**src/hdl/llnp_pkg.sv**
```systemverilog
package llnp_pkg;

  // default pool depth
  localparam int POOL_NODES_DEF = 16;

  // operation codes
  localparam logic [1:0] FUNC_INSERT = 2'd0;
  localparam logic [1:0] FUNC_DELETE = 2'd1;
  localparam logic [1:0] FUNC_READ   = 2'd2;

  // status codes
  localparam logic [1:0] STATUS_OK      = 2'd0;
  localparam logic [1:0] STATUS_FULL    = 2'd1;
  localparam logic [1:0] STATUS_EMPTY   = 2'd2;
  localparam logic [1:0] STATUS_NO_SUCC = 2'd3;

  // cleared node contents
  localparam logic [31:0] ID_MINUS_ONE    = 32'hFFFF_FFFF;
  localparam logic [31:0] GRADE_MINUS_ONE = 32'hBF80_0000;

  // one operation beat
  typedef struct packed {
    logic [1:0]         func;
    logic               at_head;
    logic [3:0]         pred_index;
    logic signed [31:0] item_id;
    logic [31:0]        item_grade;
    logic [3:0]         read_index;
  } op_t;

  // one result beat
  typedef struct packed {
    logic [1:0]         status;
    logic [3:0]         slot;
    logic               head_valid;
    logic [3:0]         head_index;
    logic               free_valid;
    logic [3:0]         free_index;
    logic signed [31:0] read_id;
    logic [31:0]        read_grade;
    logic               read_next_valid;
    logic [3:0]         read_next_index;
  } res_t;

endpackage

```
**src/hdl/llnp_in_reg.sv**
```systemverilog
module llnp_in_reg (
  input  logic           clk,
  input  logic           rst_n,
  input  logic           in_valid,
  output logic           in_ready,
  input  llnp_pkg::op_t  in_op,
  output logic           op_valid,
  output llnp_pkg::op_t  op,
  input  logic           op_take
);

  logic          valid_r;
  logic          valid_nxt;
  llnp_pkg::op_t op_r;

  // register is free when empty or drained this cycle
  assign in_ready  = !valid_r || op_take;
  assign valid_nxt = in_ready ? in_valid : valid_r;

  always_ff @(posedge clk) begin
    if (!rst_n) begin
      valid_r <= 1'b0;
    end else begin
      valid_r <= valid_nxt;
    end
  end

  // payload capture
  always_ff @(posedge clk) begin
    if (in_valid && in_ready) begin
      op_r <= in_op;
    end
  end

  assign op_valid = valid_r;
  assign op       = op_r;

endmodule

```
**src/hdl/llnp_out_reg.sv**
```systemverilog
module llnp_out_reg (
  input  logic            clk,
  input  logic            rst_n,
  input  logic            res_load,
  input  llnp_pkg::res_t  res,
  output logic            res_free,
  output logic            out_valid,
  input  logic            out_ready,
  output llnp_pkg::res_t  out_res
);

  logic           valid_r;
  logic           valid_nxt;
  llnp_pkg::res_t res_r;

  // room for a new result when empty or being taken
  assign res_free  = !valid_r || out_ready;
  assign valid_nxt = res_load ? 1'b1 : (out_ready ? 1'b0 : valid_r);

  always_ff @(posedge clk) begin
    if (!rst_n) begin
      valid_r <= 1'b0;
    end else begin
      valid_r <= valid_nxt;
    end
  end

  always_ff @(posedge clk) begin
    if (res_load) begin
      res_r <= res;
    end
  end

  assign out_valid = valid_r;
  assign out_res   = res_r;

endmodule

```
**src/hdl/llnp_engine.sv**
```systemverilog
module llnp_engine #(
  parameter int POOL_NODES = llnp_pkg::POOL_NODES_DEF
) (
  input  logic            clk,
  input  logic            rst_n,
  input  logic            commit,
  input  llnp_pkg::op_t   op,
  output llnp_pkg::res_t  res
);

  localparam int NW = $clog2(POOL_NODES);
  localparam int CW = NW + 5;
  localparam logic [CW-1:0] NODE_COUNT = CW'(POOL_NODES);

  // node store and list pointers
  logic          nv_r     [POOL_NODES];
  logic [NW-1:0] nl_r     [POOL_NODES];
  logic [31:0]   ids_r    [POOL_NODES];
  logic [31:0]   grades_r [POOL_NODES];
  logic          head_v_r;
  logic [NW-1:0] head_p_r;
  logic          free_v_r;
  logic [NW-1:0] free_p_r;

  logic          head_v_nxt;
  logic [NW-1:0] head_p_nxt;
  logic          free_v_nxt;
  logic [NW-1:0] free_p_nxt;

  // two link write ports, port b wins on the same entry
  logic          wa_en;
  logic [NW-1:0] wa_addr;
  logic          wa_v;
  logic [NW-1:0] wa_link;
  logic          wb_en;
  logic [NW-1:0] wb_addr;
  logic          wb_v;
  logic [NW-1:0] wb_link;

  // node contents write
  logic          nd_en;
  logic [NW-1:0] nd_addr;
  logic [31:0]   nd_id;
  logic [31:0]   nd_grade;

  logic [NW+3:0] pred_ext;
  logic [NW+3:0] rd_ext;
  logic [NW-1:0] pred_n;
  logic [NW-1:0] rd_n;
  logic          pred_ok;
  logic          rd_ok;
  logic [NW-1:0] node_t;

  logic [1:0]    status;
  logic [NW-1:0] slot_n;
  logic [31:0]   r_id;
  logic [31:0]   r_grade;
  logic          r_nv;
  logic [NW-1:0] r_nl;

  logic [NW+3:0] slot_ext;
  logic [NW+3:0] head_ext;
  logic [NW+3:0] free_ext;
  logic [NW+3:0] rnl_ext;

  // index fields to node indices, with range checks
  assign pred_ext = {{NW{1'b0}}, op.pred_index};
  assign rd_ext   = {{NW{1'b0}}, op.read_index};
  assign pred_n   = pred_ext[NW-1:0];
  assign rd_n     = rd_ext[NW-1:0];
  assign pred_ok  = CW'(op.pred_index) < NODE_COUNT;
  assign rd_ok    = CW'(op.read_index) < NODE_COUNT;

  // operation decode and pointer updates
  always_comb begin
    status     = llnp_pkg::STATUS_OK;
    slot_n     = '0;
    node_t     = '0;
    head_v_nxt = head_v_r;
    head_p_nxt = head_p_r;
    free_v_nxt = free_v_r;
    free_p_nxt = free_p_r;
    wa_en      = 1'b0;
    wa_addr    = '0;
    wa_v       = 1'b0;
    wa_link    = '0;
    wb_en      = 1'b0;
    wb_addr    = '0;
    wb_v       = 1'b0;
    wb_link    = '0;
    nd_en      = 1'b0;
    nd_addr    = '0;
    nd_id      = '0;
    nd_grade   = '0;
    r_id       = '0;
    r_grade    = '0;
    r_nv       = 1'b0;
    r_nl       = '0;
    case (op.func)
      llnp_pkg::FUNC_INSERT: begin
        if (!free_v_r) begin
          status = llnp_pkg::STATUS_FULL;
        end else if (!op.at_head && !pred_ok) begin
          status = llnp_pkg::STATUS_NO_SUCC;
        end else begin
          node_t     = free_p_r;
          free_v_nxt = nv_r[node_t];
          free_p_nxt = nl_r[node_t];
          nd_en      = 1'b1;
          nd_addr    = node_t;
          nd_id      = op.item_id;
          nd_grade   = op.item_grade;
          if (op.at_head) begin
            wb_en      = 1'b1;
            wb_addr    = node_t;
            wb_v       = head_v_r;
            wb_link    = head_p_r;
            head_v_nxt = 1'b1;
            head_p_nxt = node_t;
          end else begin
            // new node takes the predecessor's link, then predecessor points at it
            wa_en   = 1'b1;
            wa_addr = node_t;
            wa_v    = nv_r[pred_n];
            wa_link = nl_r[pred_n];
            wb_en   = 1'b1;
            wb_addr = pred_n;
            wb_v    = 1'b1;
            wb_link = node_t;
          end
          slot_n = node_t;
        end
      end
      llnp_pkg::FUNC_DELETE: begin
        if (!head_v_r) begin
          status = llnp_pkg::STATUS_EMPTY;
        end else if (!op.at_head && (!pred_ok || !nv_r[pred_n])) begin
          status = llnp_pkg::STATUS_NO_SUCC;
        end else begin
          if (op.at_head) begin
            node_t     = head_p_r;
            head_v_nxt = nv_r[node_t];
            head_p_nxt = nl_r[node_t];
          end else begin
            node_t  = nl_r[pred_n];
            wa_en   = 1'b1;
            wa_addr = pred_n;
            wa_v    = nv_r[node_t];
            wa_link = nl_r[node_t];
          end
          // released node goes on top of the free list
          wb_en      = 1'b1;
          wb_addr    = node_t;
          wb_v       = free_v_r;
          wb_link    = free_p_r;
          nd_en      = 1'b1;
          nd_addr    = node_t;
          nd_id      = llnp_pkg::ID_MINUS_ONE;
          nd_grade   = llnp_pkg::GRADE_MINUS_ONE;
          free_v_nxt = 1'b1;
          free_p_nxt = node_t;
          slot_n     = node_t;
        end
      end
      llnp_pkg::FUNC_READ: begin
        if (!rd_ok) begin
          status = llnp_pkg::STATUS_NO_SUCC;
        end else begin
          r_id    = ids_r[rd_n];
          r_grade = grades_r[rd_n];
          r_nv    = nv_r[rd_n];
          r_nl    = nv_r[rd_n] ? nl_r[rd_n] : '0;
        end
      end
      default: begin
        status = llnp_pkg::STATUS_OK;
      end
    endcase
  end

  // node indices back to the 4-bit result fields
  assign slot_ext = {4'b0, slot_n};
  assign head_ext = {4'b0, head_v_nxt ? head_p_nxt : {NW{1'b0}}};
  assign free_ext = {4'b0, free_v_nxt ? free_p_nxt : {NW{1'b0}}};
  assign rnl_ext  = {4'b0, r_nl};

  always_comb begin
    res.status          = status;
    res.slot            = slot_ext[3:0];
    res.head_valid      = head_v_nxt;
    res.head_index      = head_ext[3:0];
    res.free_valid      = free_v_nxt;
    res.free_index      = free_ext[3:0];
    res.read_id         = r_id;
    res.read_grade      = r_grade;
    res.read_next_valid = r_nv;
    res.read_next_index = rnl_ext[3:0];
  end

  // state commit; reset chains every node into the free list
  always_ff @(posedge clk) begin
    if (!rst_n) begin
      for (int i = 0; i < POOL_NODES; i++) begin
        nv_r[i]     <= (i + 1 < POOL_NODES);
        nl_r[i]     <= (i + 1 < POOL_NODES) ? NW'(i + 1) : '0;
        ids_r[i]    <= llnp_pkg::ID_MINUS_ONE;
        grades_r[i] <= llnp_pkg::GRADE_MINUS_ONE;
      end
      head_v_r <= 1'b0;
      head_p_r <= '0;
      free_v_r <= 1'b1;
      free_p_r <= '0;
    end else if (commit) begin
      head_v_r <= head_v_nxt;
      head_p_r <= head_p_nxt;
      free_v_r <= free_v_nxt;
      free_p_r <= free_p_nxt;
      for (int i = 0; i < POOL_NODES; i++) begin
        if (wb_en && wb_addr == NW'(i)) begin
          nv_r[i] <= wb_v;
          nl_r[i] <= wb_link;
        end else if (wa_en && wa_addr == NW'(i)) begin
          nv_r[i] <= wa_v;
          nl_r[i] <= wa_link;
        end
        if (nd_en && nd_addr == NW'(i)) begin
          ids_r[i]    <= nd_id;
          grades_r[i] <= nd_grade;
        end
      end
    end
  end

endmodule

```
**src/hdl/linked_list_node_pool_core.sv**
```systemverilog
// Singly linked list in a fixed node pool, with a free list threaded
// through the same next links.
// Input channel (in_*): one operation per beat; in_tuser carries the
// operation code (insert, delete, read node), in_tdata the operands.
// Result channel (out_*): exactly one result beat per operation, in order;
// out_tuser carries the status, out_tdata the slot, head and free pointers
// after the operation and the contents of a read node.
// Path: the input register holds each operation until the result register
// has room; the operation then moves into the result register, which
// presents the result beat.
// Throughput: one operation per cycle while the result register is not held
// by out_tready low; each operation's pointer and node updates are done in
// the cycle that moves it from the input register into the result register.
// Reset: every node is chained into the free list, ids set to -1 and
// grades to float -1.0, the list is empty; the block takes beats as soon as
// reset is released.
// Stall: a result held by out_tready low keeps its register; the input
// register still takes one more beat if it is empty, then in_tready drops
// until the result is taken.
module linked_list_node_pool_core #(
  parameter int POOL_NODES = llnp_pkg::POOL_NODES_DEF
) (
  input  logic        clk,
  input  logic        rst_n,
  input  logic        in_tvalid,
  output logic        in_tready,
  // at_head, pred_index[3:0], item_id[31:0], item_grade[31:0], read_index[3:0]
  input  logic [79:0] in_tdata,
  // func[1:0]
  input  logic [1:0]  in_tuser,
  output logic        out_tvalid,
  input  logic        out_tready,
  // slot[3:0], head_valid, head_index[3:0], free_valid, free_index[3:0],
  // read_id[31:0], read_grade[31:0], read_next_valid, read_next_index[3:0]
  output logic [87:0] out_tdata,
  // status[1:0]
  output logic [1:0]  out_tuser
);

  llnp_pkg::op_t  in_op;
  llnp_pkg::op_t  op;
  llnp_pkg::res_t res;
  llnp_pkg::res_t out_res;
  logic           op_valid;
  logic           res_free;
  logic           commit;

  // unpack the input beat
  always_comb begin
    in_op.func       = in_tuser;
    in_op.at_head    = in_tdata[0];
    in_op.pred_index = in_tdata[4:1];
    in_op.item_id    = in_tdata[36:5];
    in_op.item_grade = in_tdata[68:37];
    in_op.read_index = in_tdata[72:69];
  end

  assign commit = op_valid && res_free;

  llnp_in_reg u_in_reg (
    .clk      (clk),
    .rst_n    (rst_n),
    .in_valid (in_tvalid),
    .in_ready (in_tready),
    .in_op    (in_op),
    .op_valid (op_valid),
    .op       (op),
    .op_take  (commit)
  );

  llnp_engine #(
    .POOL_NODES (POOL_NODES)
  ) u_engine (
    .clk    (clk),
    .rst_n  (rst_n),
    .commit (commit),
    .op     (op),
    .res    (res)
  );

  llnp_out_reg u_out_reg (
    .clk       (clk),
    .rst_n     (rst_n),
    .res_load  (commit),
    .res       (res),
    .res_free  (res_free),
    .out_valid (out_tvalid),
    .out_ready (out_tready),
    .out_res   (out_res)
  );

  // pack the result beat
  assign out_tuser = out_res.status;
  assign out_tdata = {5'b0, out_res.read_next_index, out_res.read_next_valid,
                      out_res.read_grade, out_res.read_id, out_res.free_index,
                      out_res.free_valid, out_res.head_index, out_res.head_valid,
                      out_res.slot};

  // an empty result register never blocks the input side
  a_ready_when_empty : assert property (@(posedge clk) disable iff (!rst_n)
    !out_tvalid |-> in_tready)
    else $error("input stalled with empty result register");

  // a released node becomes the free-list head
  a_delete_frees_slot : assert property (@(posedge clk) disable iff (!rst_n)
    (commit && op.func == llnp_pkg::FUNC_DELETE && res.status == llnp_pkg::STATUS_OK)
      |-> (res.free_valid && res.free_index == res.slot))
    else $error("released node is not the free-list head");

  // a full pool reports no free node
  a_full_no_free : assert property (@(posedge clk) disable iff (!rst_n)
    (commit && res.status == llnp_pkg::STATUS_FULL) |-> !res.free_valid)
    else $error("pool full reported with a free node");

  // read fields stay zero for anything but a read
  a_read_fields_idle : assert property (@(posedge clk) disable iff (!rst_n)
    (commit && op.func != llnp_pkg::FUNC_READ)
      |-> (res.read_id == 0 && res.read_grade == 0 && !res.read_next_valid))
    else $error("read fields set outside a read");

endmodule
```
**config.mk**
```make
export PLATFORM = sky130hd
export DESIGN_NAME = linked_list_node_pool_core
export DESIGN_NICKNAME = d
export VERILOG_FILES = /design/src/hdl/llnp_pkg.sv /design/src/hdl/llnp_in_reg.sv /design/src/hdl/llnp_out_reg.sv /design/src/hdl/llnp_engine.sv /design/src/hdl/linked_list_node_pool_core.sv
export SDC_FILE = /design/constraint.sdc
export NUM_CORES = 2
export LEC_CHECK = 0
export BUFFER_PORTS_ARGS = -buffer_cell sky130_fd_sc_hd__buf_2
export CAP_MARGIN = 20
export CORE_UTILIZATION = 40
export CTS_CLUSTER_SIZE = 20
export DETAILED_ROUTE_END_ITERATION = 10
export GPL_TIMING_DRIVEN = 0
export SLEW_MARGIN = 25
export SYNTH_ARGS = -nofsm -noshare
export SYNTH_HDL_FRONTEND = slang
export SYNTH_HIERARCHICAL = 1
export SYNTH_SLANG_ARGS = --single-unit
```
**constraint.sdc**
```tcl
create_clock -name clk -period 20.3 [get_ports clk]
set_input_delay 1.015 -clock clk [delete_from_list [all_inputs] [get_ports clk]]
set_output_delay 1.015 -clock clk [all_outputs]
set_load 0.005 [all_outputs]
```
==> results.json <==
{
  "outcome": "finished, final reports clean",
  "yosys-mux-area-fraction_pct": 17.9,
  "seq_power_share_pct": 49.1,
  "ys.flop_type": "edfxtp_1",
  "whs_path_depth": 1,
  "area_delta_synth_final_pct": 16.6,
  "synth_fa_ha_area_share_pct": 0,
  "cts_buffer_depth": 3,
  "drive_above_1_share_pct": 26.8,
  "async_reset_ff_share_pct": 0,
  "clk_pin_slew_worst_paths_ps": 60,
  "synth_enable_flop_cells": 1264,
  "synth_top_area_share_pct": 67.7,
  "rr_worst_depth": 12,
  "final_nets": 3842,
  "netlist_area_um2": 56100,
  "drc_errors": 0,
  "ys_seq_elements": 1284,
  "pwr_density_cell_nw_per_um2": 95.4,
  "synth_compound_area_share_pct": 3.32,
  "grt_overflow_total": 0,
  "routabilityCongestion": 0.962,
  "holdCritStartpoint": "in_tdata[51]",
  "first_pass_iters": 9,
  "rsz0062_at_grt": "false",
  "fp.dieH_um": 376,
  "crit_required_ps": 20780,
  "cts_setup_buffers": 0,
  "die_w_um": 376,
  "crit_path_start_kind": "register",
  "synth.area.top_cells": "edfxtp_1 68%, mux4_2 17%, nand2_1 3.5%",
  "ys_types": 79,
  "drtIter0Drc": 4204,
  "p_comb_share_pct": 8.4,
  "slew_viol_final": 0,
  "yosysWarnings": 6,
  "crit_fanout": 30,
  "drt_wl_total_um": 173000,
  "critical_path_class": "reg -> reg",
  "avgSynthCellArea_um2": 16.5,
  "vias_per_cell": 5.85,
  "grtUsageTotal_pct": 24.5,
  "timing.rr.end": "u_engine/ids_r[9][4]$_SDFFCE_PN1P_",
  "r2r-start": "u_in_reg/op[69]$_DFFE_PP_",
  "reg2reg_setup_slack_ps": 14760,
  "cts_hold_buf": 0,
  "synth-simple-area-share_pct": 7.66,
  "cp-end-kind": "register",
  "internal-power_mw": 4.77,
  "hpwl_um": 119000,
  "num_rows": 137,
  "cts_inserted_buffers": 144,
  "swShare_pct": 23.5,
  "hold_viol": 0,
  "drv_cap": 0,
  "yosys.area.top_type": "edfxtp_1",
  "net-switching-power_mw": 1.47,
  "leakagePower_nw": 20.3,
  "crit_start": "u_in_reg/op[69]$_DFFE_PP_",
  "io_pins": 178,
  "ys_seq_area_share_pct": 68.4,
  "syn_inst": 3391,
  "fin_util_pct": 46.9,
  "slew_headroom_pct": 24.9,
  "numPortBuffers": 165,
  "min_period_over_period_pct": 27.3,
  "hold_class": "in -> reg",
  "pre_cts_slack_ps": 14850,
  "ctsResizeCount": 0,
  "hold_end": "u_in_reg/op[18]$_DFFE_PP_",
  "core_area_um2": 139000,
  "worstMarginPinSlew_ps": 1120,
  "cp.arrival_ps": 6010,
  "synth_top_family_by_area": "multiplexers",
  "clock.fmax_mhz": 181,
  "worst_slack_ps": 14760,
  "cts_tree": "yes",
  "wl_per_cell_um": 30.1,
  "start_util_pct": 40.3,
  "setup_viol": 0,
  "finalPower_mw": 6.24,
  "clock_skew_ps": 44.4,
  "fillers": 11918,
  "min_period_ps": 5540,
  "ir_worst_vdd_mv": 0.0625,
  "htree_levels": 4,
  "cts.sink_count": 1284,
  "vias": 33598,
  "cts_root_buffer": "clkbuf_16",
  "grt_pass1_wl_um": 245000,
  "p_clk_share_pct": 42.5,
  "antenna_left": 0,
  "tns_ps": 0,
  "synthXorXnorAreaFrac_pct": 0,
  "first_global_vias": 33488,
  "dieArea_um2": 142000,
  "grt_max_degree": 42,
  "antenna_found_initial": 9,
  "insertion_delay_ps": 800
}
-- power by group through the flow --
stage | logic (mW) | clock network, mW | registers, mW
6_report | 0.525 | 2.65 | 3.06
5_1_grt | 0.551 | 2.79 | 3.07
4_1_cts | 0.526 | 2.70 | 3.06
3_5_place_dp | 0.524 | 0 | 3.12
3_3_place_gp | 0.490 | 0 | 3.14
2_1_floorplan | 0.306 | 0 | 3.10
-- layout by cell type (no fill, tap or decap), drive strengths merged, types with 6 or more instances in the layout --
| cell type | Yosys | layout |
|---|---|---|
| o21ai | 32 | 32 |
| edfxtp | 1264 | 1264 |
| dfxtp | 20 | 20 |
| buf | 114 | 328 |
| bufinv | 0 | 17 |
| a31oi | 8 | 8 |
| a22oi | 47 | 47 |
| nor2 | 306 | 306 |
| nand2b | 17 | 17 |
| clkinv | 1 | 56 |
| mux4 | 414 | 414 |
| nand2 | 529 | 529 |
| o22ai | 25 | 25 |
| mux2 | 20 | 20 |
| a211oi | 20 | 20 |
| or3 | 6 | 6 |
| a21oi | 69 | 69 |
| o21a | 7 | 7 |
| inv | 43 | 54 |
| clkbuf | 192 | 361 |
| nand3 | 30 | 30 |
| mux2i | 48 | 48 |
| and3 | 11 | 11 |
| and2 | 12 | 12 |
| nor2b | 73 | 73 |
| a211o | 8 | 8 |
| nor3 | 18 | 18 |
-- state kept, by name, indices dropped and copies added (netlist names), named ones only --
register,flops
u_engine/head_v_r,1
u_engine/nl_r,64
u_engine/head_p_r,4
u_in_reg/op_valid,1
u_engine/free_p_r,4
u_engine/ids_r,512
u_engine/grades_r,512
u_out_reg/out_res,85
u_in_reg/op,75
u_engine/nv_r,16
u_engine/free_v_r,1
u_out_reg/out_valid,1
-- worst max-delay path, stage by stage, from the launching register on --
cell       delay (ps)
edfxtp_1          470
buf_6             230
mux4_2            510
mux4_2            700
o21ai_4           330
nor2_1            180
a2bb2oi_1         510
nand2b_1          180
buf_2             340
clkbuf_1          820
nand2_4           350
buf_12            290
buf_16            200
-- final cells by class --
type | count | area, µm² | area share (%)
multi-input cells | 1761 | 16400 | 25.0
inverters | 44 | 165 | 0.252
flip-flops and latches | 1284 | 38400 | 58.6
plain buffers | 306 | 1420 | 2.16
clock buffers | 168 | 3750 | 5.73
well taps | 1876 | 2350 | 3.59
diodes | 1 | 2.50 | 0.00383
repair buffers | 215 | 1990 | 3.04
clock inverters | 86 | 1030 | 1.58
-- cells by family after synthesis --
family / count (synthesis)
mux: 482
simple gates: 1016
compound gates: 258
other cells: 1
flops: 1284
buf+inv: 350
-- through the flow --
stage / std cells / hold WS (ps) / instance area, µm²
2_1_floorplan: 3395 / 488 / 56100
3_3_place_gp: 5436 / 480 / 59300
3_5_place_dp: 5485 / 504 / 60600
4_1_cts: 5739 / 333 / 65400
5_1_grt: 5740 / 358 / 65400
6_report: 5741 / 384 / 65400
-- worst max path at each step --
stage | end | slack [ps] | cells past startpoint
final | u_engine/ids_r[9][4]$_SDFFCE_PN1P_ | 14760 | 12
after global routing | u_engine/ids_r[9][3]$_SDFFCE_PN1P_ | 14710 | 12
after CTS | u_engine/ids_r[9][4]$_SDFFCE_PN1P_ | 14990 | 12
after detailed placement | u_engine/ids_r[0][15]$_SDFFCE_PN1P_ | 14850 | 13
after global placement | u_engine/ids_r[14][16]$_DFFE_PP_ | 2340 | 8
after floorplan | u_engine/grades_r[14][0]$_DFFE_PP_ | 11230 | 7
-- routing by layer --
metal	track usage, %	part of all wire (%)
met1	34.1	40
met2	38.4	47
met3	4.90	10
met4	8.46	3.2
met5	0	0
-- synthesized netlist by cell type (all sizes together) (25+ instances only) --
master	count
o21ai	32
o22ai	25
buf	114
mux2i	48
a21oi	69
inv	43
nor2	306
clkbuf	192
nand3	30
nand2	529
mux4	414
edfxtp	1264
nor2b	73
a22oi	47
No activity file was read; power rests on OpenSTA's default activity.
